<file path="config.mk">
export PLATFORM = sky130hd
export DESIGN_NAME = multichannel_event_rate_meter
export DESIGN_NICKNAME = d
export VERILOG_FILES = /design/src/sv/mcerm_pkg.sv /design/src/sv/multichannel_event_rate_meter.sv /design/src/sv/mcerm_cell.sv /design/src/sv/mcerm_scale.sv
export VERILOG_INCLUDE_DIRS = /design/src /design/src/sv
export SDC_FILE = /design/constraint.sdc
export NUM_CORES = 2
export LEC_CHECK = 0
export BUFFER_PORTS_ARGS = -buffer_cell sky130_fd_sc_hd__buf_4
export CORE_ASPECT_RATIO = 1.75
export CORE_UTILIZATION = 45
export DETAILED_ROUTE_END_ITERATION = 16
export SLEW_MARGIN = 25
export SYNTH_ARGS = -nofsm -noshare
export SYNTH_HDL_FRONTEND = slang
export SYNTH_SLANG_ARGS = --single-unit
</file>
<file path="constraint.sdc">
create_clock -name clock -period 10.27 [get_ports clock]
set_clock_uncertainty 0.1 [all_clocks]
set_input_delay 2.054 -clock clock [delete_from_list [all_inputs] [get_ports clock]]
set_output_delay 2.054 -clock clock [all_outputs]
set_load 0.01 [all_outputs]
</file>
<file path="src/sv/multichannel_event_rate_meter_assert.svh">
// assertion macros for the event rate meter
`ifndef MULTICHANNEL_EVENT_RATE_METER_ASSERT_SVH
`define MULTICHANNEL_EVENT_RATE_METER_ASSERT_SVH

// same-cycle implication, checked out of reset
`define MCERM_ASSERT_IMP(name, ante, cons) \
   name: assert property (@(posedge clock) disable iff (reset) (ante) |-> (cons)) \
      else $error("event rate meter check failed");

// next-cycle implication, checked out of reset
`define MCERM_ASSERT_NXT(name, ante, cons) \
   name: assert property (@(posedge clock) disable iff (reset) (ante) |=> (cons)) \
      else $error("event rate meter check failed");

`endif

</file>
<file path="src/sv/mcerm_pkg.sv">
// shared types and constants of the event rate meter
`default_nettype none
package mcerm_pkg;

   localparam int CHANNELS_DEFAULT   = 32;
   localparam int COUNT_BITS_DEFAULT = 16;
   localparam int CHANNEL_BITS       = 5;
   localparam int SCALE_BITS         = 10;
   localparam int RATE_BITS          = 26;
   localparam int OP_BITS            = 2;

   localparam logic [SCALE_BITS-1:0] SCALE_RESET = 10'd5;

   // operation codes
   localparam logic [OP_BITS-1:0] OP_REGISTER = 2'd0;
   localparam logic [OP_BITS-1:0] OP_COUNT    = 2'd1;
   localparam logic [OP_BITS-1:0] OP_TICK     = 2'd2;

   // result kind and status codes
   localparam logic KIND_REGISTER = 1'b0;
   localparam logic KIND_RATE     = 1'b1;
   localparam logic STATUS_OK     = 1'b0;
   localparam logic STATUS_FULL   = 1'b1;

   typedef struct packed {
      logic [OP_BITS-1:0]      operation;
      logic [CHANNEL_BITS-1:0] channel;
   } req_type;

   typedef struct packed {
      logic                    kind;
      logic                    status;
      logic [CHANNEL_BITS-1:0] channel_id;
      logic [RATE_BITS-1:0]    rate;
      logic                    last;
   } rsp_type;

   // control broadcast to every cell
   typedef struct packed {
      logic                    do_count;
      logic                    do_claim;
      logic                    shift;
      logic [CHANNEL_BITS-1:0] channel;
   } cell_ctrl_type;

endpackage
`default_nettype wire

</file>
<file path="src/sv/multichannel_event_rate_meter.sv">
// top level of the multichannel event rate meter
`default_nettype none
// Register and count transactions are taken only while the block is idle; a
// count transaction is taken even while a result waits on a stalled output.
// A tick walks the pool by rotating the chain of channel cells one place per
// cycle while the output is not stalled, past the rate multiplier at cell 0,
// and emits one report per registered channel.
// Each result appears in the output register the cycle after it is formed.
// rate_scale may be written only while the block is idle.
module multichannel_event_rate_meter #(
   parameter int CHANNELS   = mcerm_pkg::CHANNELS_DEFAULT,
   parameter int COUNT_BITS = mcerm_pkg::COUNT_BITS_DEFAULT
) (
   input  logic                            clock,
   input  logic                            reset,
   input  logic                            req_valid,
   output logic                            req_stall,
   input  mcerm_pkg::req_type              req_payload,
   output logic                            rsp_valid,
   input  logic                            rsp_stall,
   output mcerm_pkg::rsp_type              rsp_payload,
   input  logic                            csr_write_enable,
   input  logic [mcerm_pkg::SCALE_BITS-1:0] csr_write_data
);
   import mcerm_pkg::*;

   `include "multichannel_event_rate_meter_assert.svh"

   localparam int POOL      = (CHANNELS < 32) ? CHANNELS : 32;
   localparam int STEP_BITS = (POOL > 1) ? $clog2(POOL) : 1;

   typedef enum logic [1:0] {
      ST_IDLE = 2'b01,
      ST_TICK = 2'b10
   } state_type;

   state_type               state_ff, state_in;
   logic [STEP_BITS-1:0]    step_ff, step_in;
   logic [POOL-1:0]         rem_ff, rem_in;
   logic [SCALE_BITS-1:0]   scale_ff;
   logic                    rsp_valid_ff, rsp_valid_in;
   rsp_type                 rsp_payload_ff, rsp_payload_in;

   logic                    out_free;
   logic                    req_fire;
   logic                    tick_step;
   cell_ctrl_type           ctrl;
   logic [POOL:0]           found;
   logic [POOL-1:0]         claim_vec;
   logic [POOL-1:0]         used_vec;
   logic [COUNT_BITS-1:0]   count_vec [POOL];
   logic [CHANNEL_BITS-1:0] claim_id;
   logic [RATE_BITS-1:0]    rate0;

   // handshake
   assign out_free  = ~rsp_valid_ff | ~rsp_stall;
   assign req_stall = (state_ff != ST_IDLE) ||
                      (~out_free && (req_payload.operation != OP_COUNT));
   assign req_fire  = req_valid & ~req_stall;
   assign tick_step = (state_ff == ST_TICK) & out_free;

   // cell control broadcast
   always_comb begin
      ctrl.do_count = req_fire && (req_payload.operation == OP_COUNT);
      ctrl.do_claim = req_fire && (req_payload.operation == OP_REGISTER);
      ctrl.shift    = tick_step;
      ctrl.channel  = req_payload.channel;
   end

   // chain of channel cells, rotating toward cell 0 during a tick
   assign found[0] = 1'b0;
   for (genvar i = 0; i < POOL; i++) begin : g_cell
      if (i == POOL - 1) begin : g_end
         mcerm_cell #(.INDEX(i), .COUNT_BITS(COUNT_BITS)) u_cell (
            .clock      (clock),
            .reset      (reset),
            .ctrl       (ctrl),
            .found_in   (found[i]),
            .found_out  (found[i+1]),
            .claim      (claim_vec[i]),
            .next_used  (used_vec[0]),
            .next_count ({COUNT_BITS{1'b0}}),
            .used       (used_vec[i]),
            .count      (count_vec[i])
         );
      end else begin : g_mid
         mcerm_cell #(.INDEX(i), .COUNT_BITS(COUNT_BITS)) u_cell (
            .clock      (clock),
            .reset      (reset),
            .ctrl       (ctrl),
            .found_in   (found[i]),
            .found_out  (found[i+1]),
            .claim      (claim_vec[i]),
            .next_used  (used_vec[i+1]),
            .next_count (count_vec[i+1]),
            .used       (used_vec[i]),
            .count      (count_vec[i])
         );
      end
   end

   // index of the claimed cell
   always_comb begin
      claim_id = '0;
      for (int i = 0; i < POOL; i++) begin
         if (claim_vec[i]) claim_id = claim_id | CHANNEL_BITS'(i);
      end
   end

   // rate of the channel sitting in cell 0
   mcerm_scale #(.COUNT_BITS(COUNT_BITS)) u_scale (
      .count (count_vec[0]),
      .scale (scale_ff),
      .rate  (rate0)
   );

   // tick walker and result selection
   always_comb begin
      state_in       = state_ff;
      step_in        = step_ff;
      rem_in         = rem_ff;
      rsp_valid_in   = rsp_valid_ff;
      rsp_payload_in = rsp_payload_ff;
      if (out_free) rsp_valid_in = 1'b0;
      unique case (state_ff)
         ST_IDLE: begin
            if (req_fire && (req_payload.operation == OP_REGISTER)) begin
               rsp_valid_in              = 1'b1;
               rsp_payload_in.kind       = KIND_REGISTER;
               rsp_payload_in.status     = found[POOL] ? STATUS_OK : STATUS_FULL;
               rsp_payload_in.channel_id = claim_id;
               rsp_payload_in.rate       = '0;
               rsp_payload_in.last       = 1'b1;
            end else if (req_fire && (req_payload.operation == OP_TICK)) begin
               state_in = ST_TICK;
               step_in  = '0;
               rem_in   = used_vec;
            end
         end
         ST_TICK: begin
            if (tick_step) begin
               if (used_vec[0]) begin
                  rsp_valid_in              = 1'b1;
                  rsp_payload_in.kind       = KIND_RATE;
                  rsp_payload_in.status     = STATUS_OK;
                  rsp_payload_in.channel_id = CHANNEL_BITS'(step_ff);
                  rsp_payload_in.rate       = rate0;
                  rsp_payload_in.last       = ~|(rem_ff >> 1);
               end
               rem_in  = rem_ff >> 1;
               step_in = step_ff + 1'b1;
               if (step_ff == STEP_BITS'(POOL - 1)) state_in = ST_IDLE;
            end
         end
         default: state_in = ST_IDLE;
      endcase
   end

   always_ff @(posedge clock) begin
      if (reset) begin
         state_ff     <= ST_IDLE;
         step_ff      <= '0;
         rem_ff       <= '0;
         scale_ff     <= SCALE_RESET;
         rsp_valid_ff <= 1'b0;
      end else begin
         state_ff     <= state_in;
         step_ff      <= step_in;
         rem_ff       <= rem_in;
         rsp_valid_ff <= rsp_valid_in;
         if (csr_write_enable) scale_ff <= csr_write_data;
      end
   end

   // result payload register
   always_ff @(posedge clock) begin
      rsp_payload_ff <= rsp_payload_in;
   end

   assign rsp_valid   = rsp_valid_ff;
   assign rsp_payload = rsp_payload_ff;

   // checks
   `MCERM_ASSERT_NXT(a_reg_answer, req_fire && (req_payload.operation == OP_REGISTER), rsp_valid_ff && (rsp_payload_ff.kind == KIND_REGISTER) && rsp_payload_ff.last)
   `MCERM_ASSERT_NXT(a_tick_end, tick_step && (step_ff == STEP_BITS'(POOL - 1)), state_ff == ST_IDLE)
   `MCERM_ASSERT_IMP(a_walk_mask, state_ff == ST_TICK, used_vec[0] == rem_ff[0])

endmodule
`default_nettype wire

</file>
<file path="src/sv/mcerm_cell.sv">
// one channel cell: in-use flag and saturating event counter
`default_nettype none
module mcerm_cell #(
   parameter int INDEX      = 0,
   parameter int COUNT_BITS = mcerm_pkg::COUNT_BITS_DEFAULT
) (
   input  logic                      clock,
   input  logic                      reset,
   input  mcerm_pkg::cell_ctrl_type  ctrl,
   input  logic                      found_in,
   output logic                      found_out,
   output logic                      claim,
   input  logic                      next_used,
   input  logic [COUNT_BITS-1:0]     next_count,
   output logic                      used,
   output logic [COUNT_BITS-1:0]     count
);
   import mcerm_pkg::*;

   logic                  used_ff, used_in;
   logic [COUNT_BITS-1:0] count_ff, count_in;
   logic                  hit;

   // free-slot search ripples from cell 0 upward
   assign found_out = found_in | ~used_ff;
   assign claim     = ctrl.do_claim & ~found_in & ~used_ff;

   // event lands here if registered and not saturated
   assign hit = ctrl.do_count && (ctrl.channel == CHANNEL_BITS'(INDEX)) && used_ff &&
                (count_ff != {COUNT_BITS{1'b1}});

   // next state: rotate during a tick, else claim or count
   always_comb begin
      used_in  = used_ff;
      count_in = count_ff;
      priority if (ctrl.shift) begin
         used_in  = next_used;
         count_in = next_count;
      end else if (claim) begin
         used_in = 1'b1;
      end else if (hit) begin
         count_in = count_ff + 1'b1;
      end
   end

   always_ff @(posedge clock) begin
      if (reset) begin
         used_ff  <= 1'b0;
         count_ff <= '0;
      end else begin
         used_ff  <= used_in;
         count_ff <= count_in;
      end
   end

   assign used  = used_ff;
   assign count = count_ff;

endmodule
`default_nettype wire

</file>
<file path="src/sv/mcerm_scale.sv">
// count times scale with saturation to the rate width
`default_nettype none
module mcerm_scale #(
   parameter int COUNT_BITS = mcerm_pkg::COUNT_BITS_DEFAULT
) (
   input  logic [COUNT_BITS-1:0]           count,
   input  logic [mcerm_pkg::SCALE_BITS-1:0] scale,
   output logic [mcerm_pkg::RATE_BITS-1:0]  rate
);
   import mcerm_pkg::*;

   localparam int PROD_BITS = COUNT_BITS + SCALE_BITS;
   localparam int WIDE_BITS = (PROD_BITS > RATE_BITS) ? PROD_BITS : RATE_BITS;

   logic [PROD_BITS-1:0] product;
   logic [WIDE_BITS-1:0] wide;

   // one narrow multiply, then clamp
   assign product = PROD_BITS'(count) * PROD_BITS'(scale);
   assign wide    = WIDE_BITS'(product);
   assign rate    = (wide > WIDE_BITS'({RATE_BITS{1'b1}})) ? {RATE_BITS{1'b1}}
                                                          : RATE_BITS'(wide);

endmodule
`default_nettype wire

</file>
==> impl_metrics.py <==
metrics = {
    "yosys": {
        "synth.net_count": 5002,
        "syn_inst": 4773,
        "post_synth_xor_area_fraction": 0.0788,
        "synth-compound-area-share": 0.177,
        "netlist-cell-type-count": 89,
        "seq_area_frac_synth": 0.331,
        "yosysWarningCount": 0,
        "synth-adder-area-share": 0.0876,
        "synth.cell_area_mm2": 0.0390,
        "synth_async_sr_flop_share": 0,
        "yosys.area_share.simple": 0.256,
        "number_of_enable_type_register_cells_in_the_synthesized_netlist": 34,
        "synth_ff_type": "sky130_fd_sc_hd__dfxtp_1",
        "ys_seq_elements": 627,
        "postSynthAreaPerCell_um2": 8.17,
        "synth_mux_area_frac": 0.0190,
        "combinational_family_with_the_most_area_after_synthesis": "simple AND/OR/NAND/NOR gates",
    },
    "timing": {
        "period_share": 0.583,
        "timing.final.hold_violations": 0,
        "postLayoutSetupSlackWorst_ns": 4.28,
        "setup-violations-final": 0,
        "max_clock_freq_ghz": 0.167,
        "slew-limit-headroom": 0.296,
        "unrepaired_setup_endpoints_after_global_routing": "false",
        "period_needed_ns": 5.99,
        "worst_max_slew_pin_slew_ns": 1.06,
        "setup_total_negative_slack_ns": 0,
        "maxSlewViolCount": 0,
    },
    "placed_design": {
        "dpl.hpwl_mm": 77.9,
        "placement.setup.worst_slack_ns": 4.30,
        "port_buffers": 57,
        "place_congestion": 0.896,
    },
    "layout": {
        "mostFrequentLayoutCells": "640 x sky130_fd_sc_hd__nor2_1, 593 x sky130_fd_sc_hd__dfxtp_1, 446 x sky130_fd_sc_hd__nand2_1",
        "area_growth_syn_to_layout_pct": 8.16,
        "drive_gt1_frac": 0.0523,
        "most_common_cell_after_layout_fill_and_taps_aside": "sky130_fd_sc_hd__nor2_1",
        "final_layout_net_count": 4828,
    },
    "clock_tree": {
        "post-cts-setup-buffer-count": 0,
        "cts_max_path_buffers": 3,
        "cts_root_buf": "sky130_fd_sc_hd__clkbuf_16",
        "cts_resized": 0,
        "h-tree-depth": 3,
        "cts_tree": "yes",
        "clk_pin_slew_worst_paths_ns": 0.07,
        "clock-sinks": 627,
        "cts_inserted_buffers": 68,
        "hold_buffers": 0,
        "clock_insertion_delay_worst_skew_ns": 0.65,
    },
    "detailed_routing": {
        "detailroute.via_count": 34358,
        "residual_drc_count": 0,
        "wl_per_cell_um": 19.3,
        "detail_route.vias_per_cell": 5.92,
        "postRouteWirelength_mm": 112,
        "first_iter_violations": 2044,
        "dr.pass1.iters": 7,
        "drtAntennaViolNets": 0,
    },
    "die": {
        "die_h_um": 391,
        "placeableCoreArea_mm2": 0.0856,
        "floorplan.initialDensity": 0.455,
        "io-pin-count": 58,
        "die-width_um": 225,
        "fp-row-count": 142,
        "dieArea_mm2": 0.0879,
    },
    "critical_path": {
        "worstSetupStartpointType": "register",
        "critPathArrivalTime_ns": 6.24,
        "reg2reg_slack_ns": 4.28,
        "critical_path_required_ns": 10.52,
        "timing.critical_path.to_type": "register",
        "cp_max_fo": 17,
        "classification_of_the_worst_setup_path": "register to register",
    },
    "pwr": {
        "powerDensity_mw_per_mm2": 176,
        "report.power.total_w": 0.00744,
        "leakagePower_nw": 15.3,
        "max-vdd-ir-drop_mv": 0.179,
    },
    "hold_path": {
        "min-delay-path-class": "register to register",
    },
    "global_routing": {
        "grt.overflow.total": 0,
        "via_count_of_the_first_global_routing_pass": 33774,
        "first_pass_grt_wire_length_mm": 182,
        "all_layer_gr_usage": 0.254,
        "grt_antenna_before_repair": 2,
        "largest_net_degree_at_the_start_of_global_routing": 234,
    },
    "run_status": {
        "status": "complete, no violations",
    },
    "job": {
        "cap_viol_max_count": 0,
    },
}
[critical path: stages (launching register included)]
cell	delay, ns
sky130_fd_sc_hd__dfxtp_1	0.70
sky130_fd_sc_hd__nand2_1	0.17
sky130_fd_sc_hd__fa_1	0.52
sky130_fd_sc_hd__fa_1	0.56
sky130_fd_sc_hd__inv_1	0.06
sky130_fd_sc_hd__fa_1	0.50
sky130_fd_sc_hd__fa_1	0.55
sky130_fd_sc_hd__inv_1	0.05
sky130_fd_sc_hd__fa_1	0.52
sky130_fd_sc_hd__inv_1	0.05
sky130_fd_sc_hd__ha_1	0.39
sky130_fd_sc_hd__a21o_1	0.19
sky130_fd_sc_hd__a31o_2	0.20
sky130_fd_sc_hd__a21oi_1	0.37
sky130_fd_sc_hd__o21ai_0	0.39
sky130_fd_sc_hd__mux2i_1	0.23
sky130_fd_sc_hd__o311ai_0	0.14
[cell usage after synthesis, types with 21 or more instances]
master,instances,area share
sky130_fd_sc_hd__nor2_1,641,0.062
sky130_fd_sc_hd__and4_1,58,0.013
sky130_fd_sc_hd__a211oi_1,402,0.077
sky130_fd_sc_hd__a311oi_1,47,0.011
sky130_fd_sc_hd__a22oi_1,21,0.0040
sky130_fd_sc_hd__and3_1,94,0.015
sky130_fd_sc_hd__buf_2,21,0.0027
sky130_fd_sc_hd__or3_1,40,0.0064
sky130_fd_sc_hd__nand3_1,187,0.024
sky130_fd_sc_hd__clkbuf_1,276,0.027
sky130_fd_sc_hd__and2_1,103,0.017
sky130_fd_sc_hd__edfxtp_1,34,0.026
sky130_fd_sc_hd__buf_1,28,0.0027
sky130_fd_sc_hd__o31ai_1,21,0.0040
sky130_fd_sc_hd__nand2_1,446,0.043
sky130_fd_sc_hd__nand2b_1,36,0.0058
sky130_fd_sc_hd__mux2i_1,73,0.019
sky130_fd_sc_hd__xnor2_1,133,0.030
sky130_fd_sc_hd__inv_1,183,0.018
sky130_fd_sc_hd__ha_1,97,0.031
sky130_fd_sc_hd__dfxtp_1,593,0.30
sky130_fd_sc_hd__nor3_1,128,0.016
sky130_fd_sc_hd__nor4_1,35,0.0056
sky130_fd_sc_hd__o21ai_0,134,0.017
sky130_fd_sc_hd__a31oi_1,29,0.0047
sky130_fd_sc_hd__fa_1,110,0.056
sky130_fd_sc_hd__xor2_1,218,0.049
sky130_fd_sc_hd__a21oi_1,118,0.015
sky130_fd_sc_hd__nand4_1,178,0.029
[cell families (layout without fill, tap and decap cells)]
group                    Yosys count  count (layout)
AO/OA/AOI/OAI                    960             960
buffers and inverters            514             389
XOR/XNOR                         351             351
adder cells (fa/ha/maj)          207             207
AND/OR/NAND/NOR                 2040            2040
flip-flops                       627             627
other                              0               3
multiplexers                      74              74
[flip-flops by register name (all words and copies together), names as in the netlist]
register,cells
g_cell.g_end.u_cell.count,16
g_cell.g_end.u_cell.used,1
g_cell.g_mid.u_cell.count,496
g_cell.g_mid.u_cell.used,31
rem_ff,31
rsp_payload,34
rsp_valid,1
scale_ff,10
state_ff,2
step_ff,5
[metrics by stage]
step                      hold WS, ns  utilization  area [µm²]  std cells
after floorplan                 0.339            -       39000       4773
after global placement          0.373        0.466       39900       5681
after detailed placement        0.369        0.466       39900       5681
after CTS                       0.362        0.492       42100       5800
after global routing            0.394        0.492       42200       5801
final                           0.358        0.492       42200       5803
[final cells by class]
class                           count  area (µm²)
Fill cell                        8495       43500
Multi-Input combinational cell   3632       24200
Antenna cell                        3        7.51
Clock inverter                     20         200
Clock buffer                       99        2010
Timing Repair Buffer               87         698
Tap cell                         1152        1440
Sequential cell                   627       12900
Inverter                          183         687
[worst paths after layout]
path / startpoint / endpoint / cells after the start
max reg2reg: scale_ff[8]$_SDFFE_PP0P_ / rsp_payload[21]$_SDFFCE_PN0P_ / 16
max: scale_ff[8]$_SDFFE_PP0P_ / rsp_payload[21]$_SDFFCE_PN0P_ / 16
min reg2reg: g_cell[7].g_mid.u_cell.count[15]$_SDFFE_PP0P_ / g_cell[6].g_mid.u_cell.count[15]$_SDFFE_PP0P_ / 2
min: g_cell[7].g_mid.u_cell.count[15]$_SDFFE_PP0P_ / g_cell[6].g_mid.u_cell.count[15]$_SDFFE_PP0P_ / 2
[power by group]
| group | total [W] | leakage (nW) | internal, W | switching, W |
|---|---|---|---|---|
| Clock | 0.00250 | 1.09 | 0.00142 | 0.00108 |
| Combinational | 0.00157 | 9.12 | 0.000602 | 0.000969 |
| Sequential | 0.00337 | 5.13 | 0.00288 | 0.000484 |
| Total | 0.00744 | 15.3 | 0.00490 | 0.00253 |
[metal layers]
| metal | GRT usage | vias up | share of wire |
|---|---|---|---|
| met3 | 0.0340 | 206 | 0.034 |
| met1 | 0.282 | 16714 | 0.40 |
| li1 | - | 16816 | - |
| met5 | 0 | - | 0 |
| met4 | 0.108 | 0 | 0.039 |
| met2 | 0.477 | 622 | 0.53 |
Note: power is estimated with default switching activity, not from simulation.
